### src/hw/rtl/csfw_pkg.sv
// Package for the counting semaphore with a first-come waiter queue.
// Holds sizes, operation and result codes, payload structs and the
// control/status bundles shared by the controller and the datapath.
package csfw_pkg;

	localparam int WAIT_DEPTH    = 16;
	localparam int PROCESS_COUNT = 64;

	localparam int KEY_W  = 32;
	localparam int REQ_W  = 6;
	localparam int KIND_W = 2;
	localparam int STAT_W = 3;

	localparam int IDX_W  = $clog2(WAIT_DEPTH);
	localparam int FILL_W = $clog2(WAIT_DEPTH + 1);
	localparam int SUM_W  = IDX_W + 1;

	// Requesters that own a halt mark
	localparam int MARK_COUNT = (PROCESS_COUNT < (1 << REQ_W)) ? PROCESS_COUNT : (1 << REQ_W);

	typedef enum logic [KIND_W-1:0] {
		KIND_GET  = 2'd0,
		KIND_TRY  = 2'd1,
		KIND_PUT  = 2'd2,
		KIND_HALT = 2'd3
	} kind_t;

	typedef enum logic [STAT_W-1:0] {
		RS_GRANTED  = 3'd0,
		RS_REFUSED  = 3'd1,
		RS_QUEUED   = 3'd2,
		RS_WOKEN    = 3'd3,
		RS_ZERO     = 3'd4,
		RS_OVERFLOW = 3'd5,
		RS_FULL     = 3'd6,
		RS_HALT     = 3'd7
	} status_t;

	typedef struct packed {
		logic [KIND_W-1:0] kind;
		logic [REQ_W-1:0]  requester;
		logic [KEY_W-1:0]  key_count;
	} item_t;

	typedef struct packed {
		logic [STAT_W-1:0] status;
		logic [REQ_W-1:0]  target;
		logic [KEY_W-1:0]  keys_free;
		logic              last;
	} result_t;

	typedef struct packed {
		logic [REQ_W-1:0] who;
		logic [KEY_W-1:0] keys;
	} waiter_t;

	localparam int WAITER_W = $bits(waiter_t);

	// Controller to datapath
	typedef struct packed {
		logic cap;
		logic exec;
		logic walk;
		logic flush;
	} ctl_cmd_t;

	// Datapath to controller
	typedef struct packed {
		logic walk_go;
		logic walk_stop;
		logic walk_last;
	} dp_stat_t;

endpackage

### src/hw/rtl/csfw_ram.sv
// Generic single-write, single-read RAM with registered read data.
// Standalone; no package dependency.
module csfw_ram #(
	parameter int WIDTH = 8,
	parameter int DEPTH = 16
) (
	input  logic                     clk,
	input  logic                     wr_en,
	input  logic [$clog2(DEPTH)-1:0] wr_addr,
	input  logic [WIDTH-1:0]         wr_data,
	input  logic [$clog2(DEPTH)-1:0] rd_addr,
	output logic [WIDTH-1:0]         rd_data
);

	logic [WIDTH-1:0] mem_q [DEPTH];
	logic [WIDTH-1:0] rd_data_q;

	always_ff @(posedge clk) begin
		if (wr_en) begin
			mem_q[wr_addr] <= wr_data;
		end
		rd_data_q <= mem_q[rd_addr];
	end

	assign rd_data = rd_data_q;

endmodule

### src/hw/rtl/csfw_ctrl.sv
// Sequencing state machine for the semaphore: accept, execute, queue walk, flush.
// Depends on csfw_pkg for the command and status bundles.
module csfw_ctrl import csfw_pkg::*; (
	input  logic     clk,
	input  logic     arst_n,
	input  logic     start,
	input  dp_stat_t stat,
	output ctl_cmd_t cmd,
	output logic     busy,
	output logic     cfg_ready
);

	typedef enum logic [4:0] {
		ST_IDLE  = 5'b00001,
		ST_EXEC  = 5'b00010,
		ST_WALK  = 5'b00100,
		ST_WAIT  = 5'b01000,
		ST_FLUSH = 5'b10000
	} state_t;

	state_t state_q, state_d;

	always_comb begin
		state_d = state_q;
		unique case (state_q)
			ST_IDLE: begin
				if (start) begin
					state_d = ST_EXEC;
				end
			end
			ST_EXEC: begin
				state_d = stat.walk_go ? ST_WALK : ST_FLUSH;
			end
			ST_WALK: begin
				if (stat.walk_stop || stat.walk_last) begin
					state_d = ST_FLUSH;
				end else begin
					// head moved: wait for the RAM to read the new head
					state_d = ST_WAIT;
				end
			end
			ST_WAIT: begin
				state_d = ST_WALK;
			end
			ST_FLUSH: begin
				state_d = ST_IDLE;
			end
			default: begin
				state_d = ST_IDLE;
			end
		endcase
	end

	always_ff @(posedge clk or negedge arst_n) begin
		if (!arst_n) begin
			state_q <= ST_IDLE;
		end else begin
			state_q <= state_d;
		end
	end

	assign busy      = (state_q != ST_IDLE);
	assign cfg_ready = (state_q == ST_IDLE);

	assign cmd.cap   = (state_q == ST_IDLE) && start;
	assign cmd.exec  = (state_q == ST_EXEC);
	assign cmd.walk  = (state_q == ST_WALK);
	assign cmd.flush = (state_q == ST_FLUSH);

	a_flush_after_work: assert property (@(posedge clk) disable iff (!arst_n)
		cmd.flush |-> ($past(state_q) == ST_EXEC || $past(state_q) == ST_WALK))
		else $error("flush without a preceding execute or walk step");

	a_accept_goes_exec: assert property (@(posedge clk) disable iff (!arst_n)
		cmd.cap |=> cmd.exec)
		else $error("accepted item not executed in the next cycle");

	a_walk_needs_go: assert property (@(posedge clk) disable iff (!arst_n)
		cmd.exec && !stat.walk_go |=> !cmd.walk)
		else $error("queue walk started without a successful put");

endmodule

### src/hw/rtl/csfw_datapath.sv
// Datapath: free key counter, waiter queue (RAM), halt marks, pending result and output register.
// Depends on csfw_pkg and csfw_ram.
module csfw_datapath import csfw_pkg::*; (
	input  logic             clk,
	input  logic             arst_n,
	input  ctl_cmd_t         cmd,
	output dp_stat_t         stat,
	input  item_t            item,
	input  logic             cfg_we,
	input  logic [KEY_W-1:0] cfg_data,
	output logic             done,
	output result_t          result
);

	item_t                   item_q;
	logic [KEY_W-1:0]        free_q;
	logic [IDX_W-1:0]        head_q;
	logic [FILL_W-1:0]       fill_q;
	logic [MARK_COUNT-1:0]   marks_q;
	result_t                 pend_q;
	logic                    pend_v_q;
	logic                    done_q;
	result_t                 result_q;

	waiter_t                 head_entry;
	waiter_t                 new_entry;
	logic [SUM_W-1:0]        tail_sum;
	logic [IDX_W-1:0]        tail_idx;
	logic [IDX_W-1:0]        head_next;
	logic [KEY_W:0]          put_sum;
	logic                    head_halted;
	logic                    too_big;
	logic                    req_marked;

	logic                    gen;
	logic [STAT_W-1:0]       gen_status;
	logic [REQ_W-1:0]        gen_target;
	logic [KEY_W-1:0]        gen_keys;
	logic [KEY_W-1:0]        free_d;
	logic                    enq;
	logic                    adv;
	logic                    mark_set;
	logic                    walk_go;

	// Queue storage: write at tail, read continuously at head
	assign tail_sum = SUM_W'(head_q) + SUM_W'(fill_q);
	assign tail_idx = (tail_sum >= SUM_W'(WAIT_DEPTH)) ?
		IDX_W'(tail_sum - SUM_W'(WAIT_DEPTH)) : IDX_W'(tail_sum);
	assign head_next = (head_q == IDX_W'(WAIT_DEPTH - 1)) ? '0 : head_q + IDX_W'(1);

	assign new_entry.who  = item_q.requester;
	assign new_entry.keys = item_q.key_count;

	csfw_ram #(
		.WIDTH(WAITER_W),
		.DEPTH(WAIT_DEPTH)
	) u_queue (
		.clk    (clk),
		.wr_en  (enq),
		.wr_addr(tail_idx),
		.wr_data(new_entry),
		.rd_addr(head_q),
		.rd_data(head_entry)
	);

	assign head_halted = (int'(head_entry.who) < MARK_COUNT) && marks_q[head_entry.who];
	assign too_big     = head_entry.keys > free_q;
	assign req_marked  = (int'(item_q.requester) < MARK_COUNT);
	assign put_sum     = {1'b0, free_q} + {1'b0, item_q.key_count};

	always_comb begin
		gen        = 1'b0;
		gen_status = RS_GRANTED;
		gen_target = item_q.requester;
		gen_keys   = free_q;
		free_d     = free_q;
		enq        = 1'b0;
		adv        = 1'b0;
		mark_set   = 1'b0;
		walk_go    = 1'b0;
		if (cmd.exec) begin
			gen = 1'b1;
			if (item_q.kind == KIND_HALT) begin
				mark_set   = req_marked;
				gen_status = RS_HALT;
			end else if (item_q.key_count == '0) begin
				gen_status = RS_ZERO;
			end else if (item_q.kind == KIND_PUT) begin
				if (put_sum[KEY_W]) begin
					gen_status = RS_OVERFLOW;
				end else begin
					free_d   = put_sum[KEY_W-1:0];
					gen_keys = put_sum[KEY_W-1:0];
					walk_go  = (fill_q != '0);
				end
			end else if (fill_q == '0 && free_q >= item_q.key_count) begin
				free_d   = free_q - item_q.key_count;
				gen_keys = free_q - item_q.key_count;
			end else if (item_q.kind == KIND_TRY) begin
				gen_status = RS_REFUSED;
			end else if (fill_q == FILL_W'(WAIT_DEPTH)) begin
				gen_status = RS_FULL;
			end else begin
				enq        = 1'b1;
				gen_status = RS_QUEUED;
			end
		end else if (cmd.walk) begin
			// drop a halted head silently, wake a head that fits, else stop
			adv = head_halted || !too_big;
			if (!head_halted && !too_big) begin
				gen        = 1'b1;
				gen_status = RS_WOKEN;
				gen_target = head_entry.who;
				free_d     = free_q - head_entry.keys;
				gen_keys   = free_q - head_entry.keys;
			end
		end
	end

	assign stat.walk_go   = walk_go;
	assign stat.walk_stop = !head_halted && too_big;
	assign stat.walk_last = (fill_q == FILL_W'(1));

	always_ff @(posedge clk or negedge arst_n) begin
		if (!arst_n) begin
			free_q   <= '0;
			head_q   <= '0;
			fill_q   <= '0;
			marks_q  <= '0;
			pend_v_q <= 1'b0;
			done_q   <= 1'b0;
		end else begin
			if (cfg_we) begin
				free_q <= cfg_data;
				head_q <= '0;
				fill_q <= '0;
			end else begin
				free_q <= free_d;
				if (enq) begin
					fill_q <= fill_q + FILL_W'(1);
				end else if (adv) begin
					fill_q <= fill_q - FILL_W'(1);
					head_q <= head_next;
				end
			end
			if (mark_set) begin
				marks_q[item_q.requester] <= 1'b1;
			end
			// a new result pushes the held one out as not-last
			if (gen) begin
				pend_v_q <= 1'b1;
				done_q   <= pend_v_q;
			end else if (cmd.flush) begin
				pend_v_q <= 1'b0;
				done_q   <= pend_v_q;
			end else begin
				done_q   <= 1'b0;
			end
		end
	end

	always_ff @(posedge clk) begin
		if (cmd.cap) begin
			item_q <= item;
		end
		if (gen || cmd.flush) begin
			result_q.status    <= pend_q.status;
			result_q.target    <= pend_q.target;
			result_q.keys_free <= pend_q.keys_free;
			result_q.last      <= cmd.flush;
		end
		if (gen) begin
			pend_q.status    <= gen_status;
			pend_q.target    <= gen_target;
			pend_q.keys_free <= gen_keys;
			pend_q.last      <= 1'b0;
		end
	end

	assign done   = done_q;
	assign result = result_q;

	a_fill_bound: assert property (@(posedge clk) disable iff (!arst_n)
		fill_q <= FILL_W'(WAIT_DEPTH))
		else $error("waiter queue fill beyond depth");

	a_flush_ends_item: assert property (@(posedge clk) disable iff (!arst_n)
		cmd.flush |=> done_q && result_q.last)
		else $error("flush did not deliver a final result");

	a_stop_holds_queue: assert property (@(posedge clk) disable iff (!arst_n)
		cmd.walk && stat.walk_stop && !cfg_we |=>
		fill_q == $past(fill_q) && head_q == $past(head_q))
		else $error("queue moved on a stopped walk");

	a_only_put_multi: assert property (@(posedge clk) disable iff (!arst_n)
		done_q && !result_q.last |->
		(result_q.status == RS_GRANTED || result_q.status == RS_WOKEN))
		else $error("non-final result from an item other than put");

endmodule

### src/hw/rtl/counting_semaphore_fifo_waiters_core.sv
// Counting semaphore with first-come waiter queue: top level.
// Sequence: the start transfer captures the item, an execute step follows and a flush step ends it;
// get, try get and halt give one result and the block takes no new item until busy falls.
// A put that visits queued waiters holds busy through the queue walk (one RAM read per waiter).
// Results are one-cycle strobes; the receiver cannot stall. Reset clears free keys to 0,
// empties the queue and clears all halt marks; there is no clearing pass.
module counting_semaphore_fifo_waiters_core import csfw_pkg::*; (
	input  logic             clk,
	input  logic             arst_n,
	input  logic             start,
	output logic             busy,
	input  item_t            item,
	input  logic             cfg_valid,
	output logic             cfg_ready,
	input  logic [KEY_W-1:0] cfg_data,
	output logic             done,
	output result_t          result
);

	ctl_cmd_t cmd;
	dp_stat_t stat;
	logic     cfg_we;

	assign cfg_we = cfg_valid && cfg_ready;

	csfw_ctrl u_ctrl (
		.clk      (clk),
		.arst_n   (arst_n),
		.start    (start),
		.stat     (stat),
		.cmd      (cmd),
		.busy     (busy),
		.cfg_ready(cfg_ready)
	);

	csfw_datapath u_dp (
		.clk     (clk),
		.arst_n  (arst_n),
		.cmd     (cmd),
		.stat    (stat),
		.item    (item),
		.cfg_we  (cfg_we),
		.cfg_data(cfg_data),
		.done    (done),
		.result  (result)
	);

endmodule
### config.mk
export PLATFORM = sky130hd
export DESIGN_NAME = counting_semaphore_fifo_waiters_core
export DESIGN_NICKNAME = d
export VERILOG_FILES = /design/src/hw/rtl/csfw_pkg.sv /design/src/hw/rtl/csfw_ram.sv /design/src/hw/rtl/csfw_ctrl.sv /design/src/hw/rtl/csfw_datapath.sv /design/src/hw/rtl/counting_semaphore_fifo_waiters_core.sv
export SDC_FILE = /design/constraint.sdc
export NUM_CORES = 1
export LEC_CHECK = 0
export CAP_MARGIN = 20
export CELL_PAD_IN_SITES_DETAIL_PLACEMENT = 0
export CELL_PAD_IN_SITES_GLOBAL_PLACEMENT = 1
export CORE_UTILIZATION = 55
export CTS_CLUSTER_SIZE = 14
export DETAILED_ROUTE_END_ITERATION = 10
export DONT_BUFFER_PORTS = 1
export GPL_TIMING_DRIVEN = 0
export PLACE_DENSITY_LB_ADDON = 0.1
export REMOVE_ABC_BUFFERS = 1
export SLEW_MARGIN = 20
export SYNTH_ARGS = -nofsm -noshare
export SYNTH_HDL_FRONTEND = slang
export SYNTH_SLANG_ARGS = --single-unit
### constraint.sdc
create_clock -name clk -period 6.6 [get_ports clk]
set_input_delay 0.66 -clock clk [delete_from_list [all_inputs] [get_ports clk]]
set_output_delay 0.66 -clock clk [all_outputs]
set_load 0.02 [all_outputs]
==> summary.md <==
| Metric | Value |
|---|---|
| Worst setup EP type | flop |
| Initial antenna violation count | 8 |
| Sw Ratio | 34.8% |
| Synth cell types | approximately 110 |
| CP max FO | 19 |
| Total gr overflow | 0 |
| Top cell type's share of synthesized area | 56.1% |
| Worst-Margin Slew | 1.25 ns |
| Reg clk slew, reported paths | 0.06 ns |
| Most common cell after layout, fill and taps aside | edfxtp_1 |
| Clk sinks | 881 |
| Tot Pwr | 17.3 mW |
| Core ar. | 70,100 sq um |
| 1st-pass router iterations | 5 |
| Wire per inst | 30.4 microns |
| Root Buffer | clkbuf_16 |
| Internal | 11.3 mW |
| Clock latency at the later pin of the worst-skew pair | 0.67 ns |
| Most used cell, CP | buf_16 |
| Outcome | completed |
| H-tree depth | 3 |
| Reg2reg start | u_dp.item_q[0]$_DFFE_PP_ |
| Post-route clock period utilization | 92.3% |
| VDD IR max | between 0.2 and 0.3 mV |
| CP startpoint kind | flop |
| GP Congestion | 0.962 |
| Critical setup path kind | flop to flop |
| Cells after Synth | roughly 2,500 |
| Kind of cell adding the most delay to the critical path | compound AO/OA/AOI/OAI gates |
| Final net count | approximately 2,700 |
| Worst hold path class | primary input to flop |
| Setup Skew | 0.0620 ns |
| Max cap viols | 0 |
| Die W | 269 microns |
| Die Y-Extent | 269 microns |
| Drt total wl | 107,000 microns |
| Global-route wire length before repair | ~160,000 microns |
| Yosys warning total | 0 |
| Cell Pwr Density | 391 nW/um^2 |
| Most frequent cells in the layout | edfxtp_1, mux4_2, nor2_1 |
| Worst path cell trace | ha_1, fa_1, nand3b_1, nand2_1, o21ai_0, nand2_1, a21o_1, a211o_1, a31oi_1, nor2b_1, nand2b_1, nor2_4, buf_16, buf_16, buf_16 |
| Comb power frac | between 20 and 30% |
| Worst reg2reg endpoint | u_dp.u_queue.mem_q[12][0]$_DFFE_PP_ |
| #FFs+latches synth | 881 |
| RSZ-0062 raised after global routing | no |
| Clock Tree Buf Depth | 3 |
| Crit path time final | 6.09 ns |
| Max Slew Vio Count | 0 |
| Final Setup Violations | 0 |
| Vias in the first global route | 23,144 |
| Clock network fraction of design power | between 20% and 30% |
| Post-cts resize count | 0 |
| Number of synthesized flops with an enable pin | approximately 730 |
| Cell leakage power | 15.3 nW |
| Hold_buf cts | 2 |
| Gr usage total | 30.2% |
| Critical Path RT | 6.94 ns |
| Crit path launch | u_dp.item_q[0]$_DFFE_PP_ |
| Area contributors post-synth | edfxtp_1, mux4_2, dfrtp_1 |
| WP depth | 15 |
| Layout cells sized above 1 | 19.4% |
| Via total after detailed routing | 22,971 |
| CP Buf/Inv Count | 3 |
| Die Area | roughly 72,000 sq um |
| Row Count | 97 |
| Hold path start | item[15] |
| Reg2Reg Setup Slack | 0.51 ns |
| Final Cell Area | roughly 44,000 sq um |
| Post-CTS setup buffers | 0 |
| CP Capture Point | u_dp.u_queue.mem_q[12][0]$_DFFE_PP_ |
| CP peak stage delay | 0.92 ns |
| Net switching power | around 6 mW |
| I/O Pins | 121 |
| DP Wirelength | 73,300 microns |
| TritonCTS clock tree | yes |
| Antenna viol nets, final | 0 |
| DP Area | 41,200 sq um |
| CTS buffer count | 89 |
| FF-to-FF path depth | 15 |
| Port Buffers | 0 |
| Mapped cell area | 39,100 sq um |
| Fillers | about 5,000 |
| Relative slew slack | 16.4% |
| Fin. Hold Viols | 0 |
| Arrival time at the worst endpoint | between 6 and 7 ns |
| Vias per cell | 6.54 |
| Async set or reset register ratio after synthesis | 12.7% |
| Synth Flop Type | edfxtp_1 |
| Largest net degree at the start of global routing | 113 |
| Register area share after synthesis | 65.2% |
| Drc violations | 0 |
| Cell at the slowest stage of the critical path | edfxtp_1 |
| Layout Area Growth over Synthesis | 13.2% |
| Share of power burned in registers | 42.2% |
| Leading area contributor after synthesis | edfxtp_1 |
| Initial Util | 55.7% |
| Fmax | 164 MHz |
| Iteration-0 DRC count of the detailed router | 2,299 |
| Synthesized area per cell | 15.9 sq um |
cell families (layout without fill, tap and decap cells):
| group | after synthesis | in the layout | share of synthesized area (%) |
|---|---|---|---|
| DFF | 881 | 881 | 65.2 |
| AOI/OAI and AO/OA | 516 | 516 | 9.37 |
| and+or+nand+nor | 447 | 447 | 5.69 |
| muxes | 242 | 242 | 12.9 |
| buffers and inverters | 224 | 339 | 2.36 |
| adders and majority gates | 107 | 107 | 3.50 |
| xor gates and xnor gates | 42 | 42 | 0.941 |
| other | 0 | 1 | 0 |
area by class of cell:
class                           count  area (sq um)  area share, %
Clock buffer                      124          2440           5.51
Timing Repair Buffer               62          1330           3.01
Tap cell                          940          1180           2.66
Clock inverter                     42           510           1.15
Antenna cell                        1          2.50        0.00565
Sequential cell                   881         25500           57.7
Inverter                          111           417          0.941
Multi-Input combinational cell   1354         12800           29.0
power groups by stage:
stage                     clock, mW  sequential, mW  combinational [mW]
after floorplan                   0            7.07                3.36
after global placement            0            7.38                4.73
after detailed placement          0            7.38                4.83
after CTS                      5.11            7.28                4.88
after global routing           5.32            7.34                5.34
final                          5.03            7.30                4.97
per-layer routing:
metal	track usage [%]	vias up	routed length, microns
met5	0	-	55
met4	10.6	8	3810
met3	4.55	180	6940
met2	48.6	871	51200
met1	42.4	12029	44900
li1	-	9883	-
synthesized netlist by cell type (7+ instances only):
cell type,number
a211oi_1,9
o21ai_1,12
nor2_1,129
a221oi_1,12
and3_1,10
a21o_1,63
a31oi_1,18
or3_1,13
o21a_1,8
a32oi_1,7
nand4_1,15
inv_1,110
nand3_1,31
xor2_1,14
nor3_1,25
xnor2_1,28
clkbuf_1,62
mux4_2,206
o21ai_0,66
nand2_1,106
nor4_1,21
o21bai_1,39
ha_1,103
o31ai_1,21
a211o_1,8
buf_1,16
nand3b_1,8
a22oi_1,21
dfxtp_1,38
a221o_1,15
a21oi_1,109
o22ai_1,16
nand2b_1,19
buf_2,25
nor2b_1,27
o211ai_1,13
edfxtp_1,731
mux2_2,29
o221ai_1,10
dfrtp_1,111
and2_1,11
per-stage QoR:
stage / TNS, ns / hold slack [ns] / setup WS, ns / instances / util [%]
6_report: 0 / 0.0881 / 0.508 / 3515 / 63.1
5_1_grt: 0 / 0.0531 / 0.376 / 3514 / 63.1
2_1_floorplan: -1568.75 / 0.364 / -2.65 / 2346 / -
4_1_cts: 0 / 0.0549 / 0.615 / 3514 / 63.0
3_5_place_dp: 0 / 0.370 / 0.660 / 3346 / 58.8
3_3_place_gp: -5017.06 / 0.369 / -7.99 / 3286 / 56.7
state kept, by name, indices dropped and copies added (netlist names):
| register | cells |
|---|---|
| u_dp.fill_q | 5 |
| u_dp.u_queue.rd_data | 38 |
| u_dp.item_q | 40 |
| u_dp.pend_q | 41 |
| u_ctrl.state_q | 5 |
| u_dp.head_q | 4 |
| u_dp.marks_q | 64 |
| u_dp.pend_v_q | 1 |
| u_dp.u_queue.mem_q | 608 |
| u_dp.done | 1 |
| u_dp.free_q | 32 |
| u_dp.result | 42 |
worst min path at each step:
stage / end / cells after the start / slack, ns
floorplan: u_ctrl.state_q[1]$_DFFE_PN0P_ / 0 / 0.36
global placement: u_dp.free_q[28]$_DFF_PN0_ / 0 / 0.37
detailed placement: u_dp.free_q[28]$_DFF_PN0_ / 0 / 0.37
CTS: u_dp.item_q[19]$_DFFE_PP_ / 0 / 0.05
global route: u_dp.item_q[16]$_DFFE_PP_ / 0 / 0.05
finish: u_dp.item_q[15]$_DFFE_PP_ / 0 / 0.09
worst register-to-register path, cell delays in order (launching register included):
cell	delay, ns
edfxtp_1	0.92
ha_1	0.36
fa_1	0.25
nand3b_1	0.17
nand2_1	0.12
o21ai_0	0.79
nand2_1	0.13
a21o_1	0.24
a211o_1	0.28
a31oi_1	0.75
nor2b_1	0.28
nand2b_1	0.26
nor2_4	0.67
buf_16	0.24
buf_16	0.16
buf_16	0.16
Note: power is estimated with default switching activity, not from simulation.
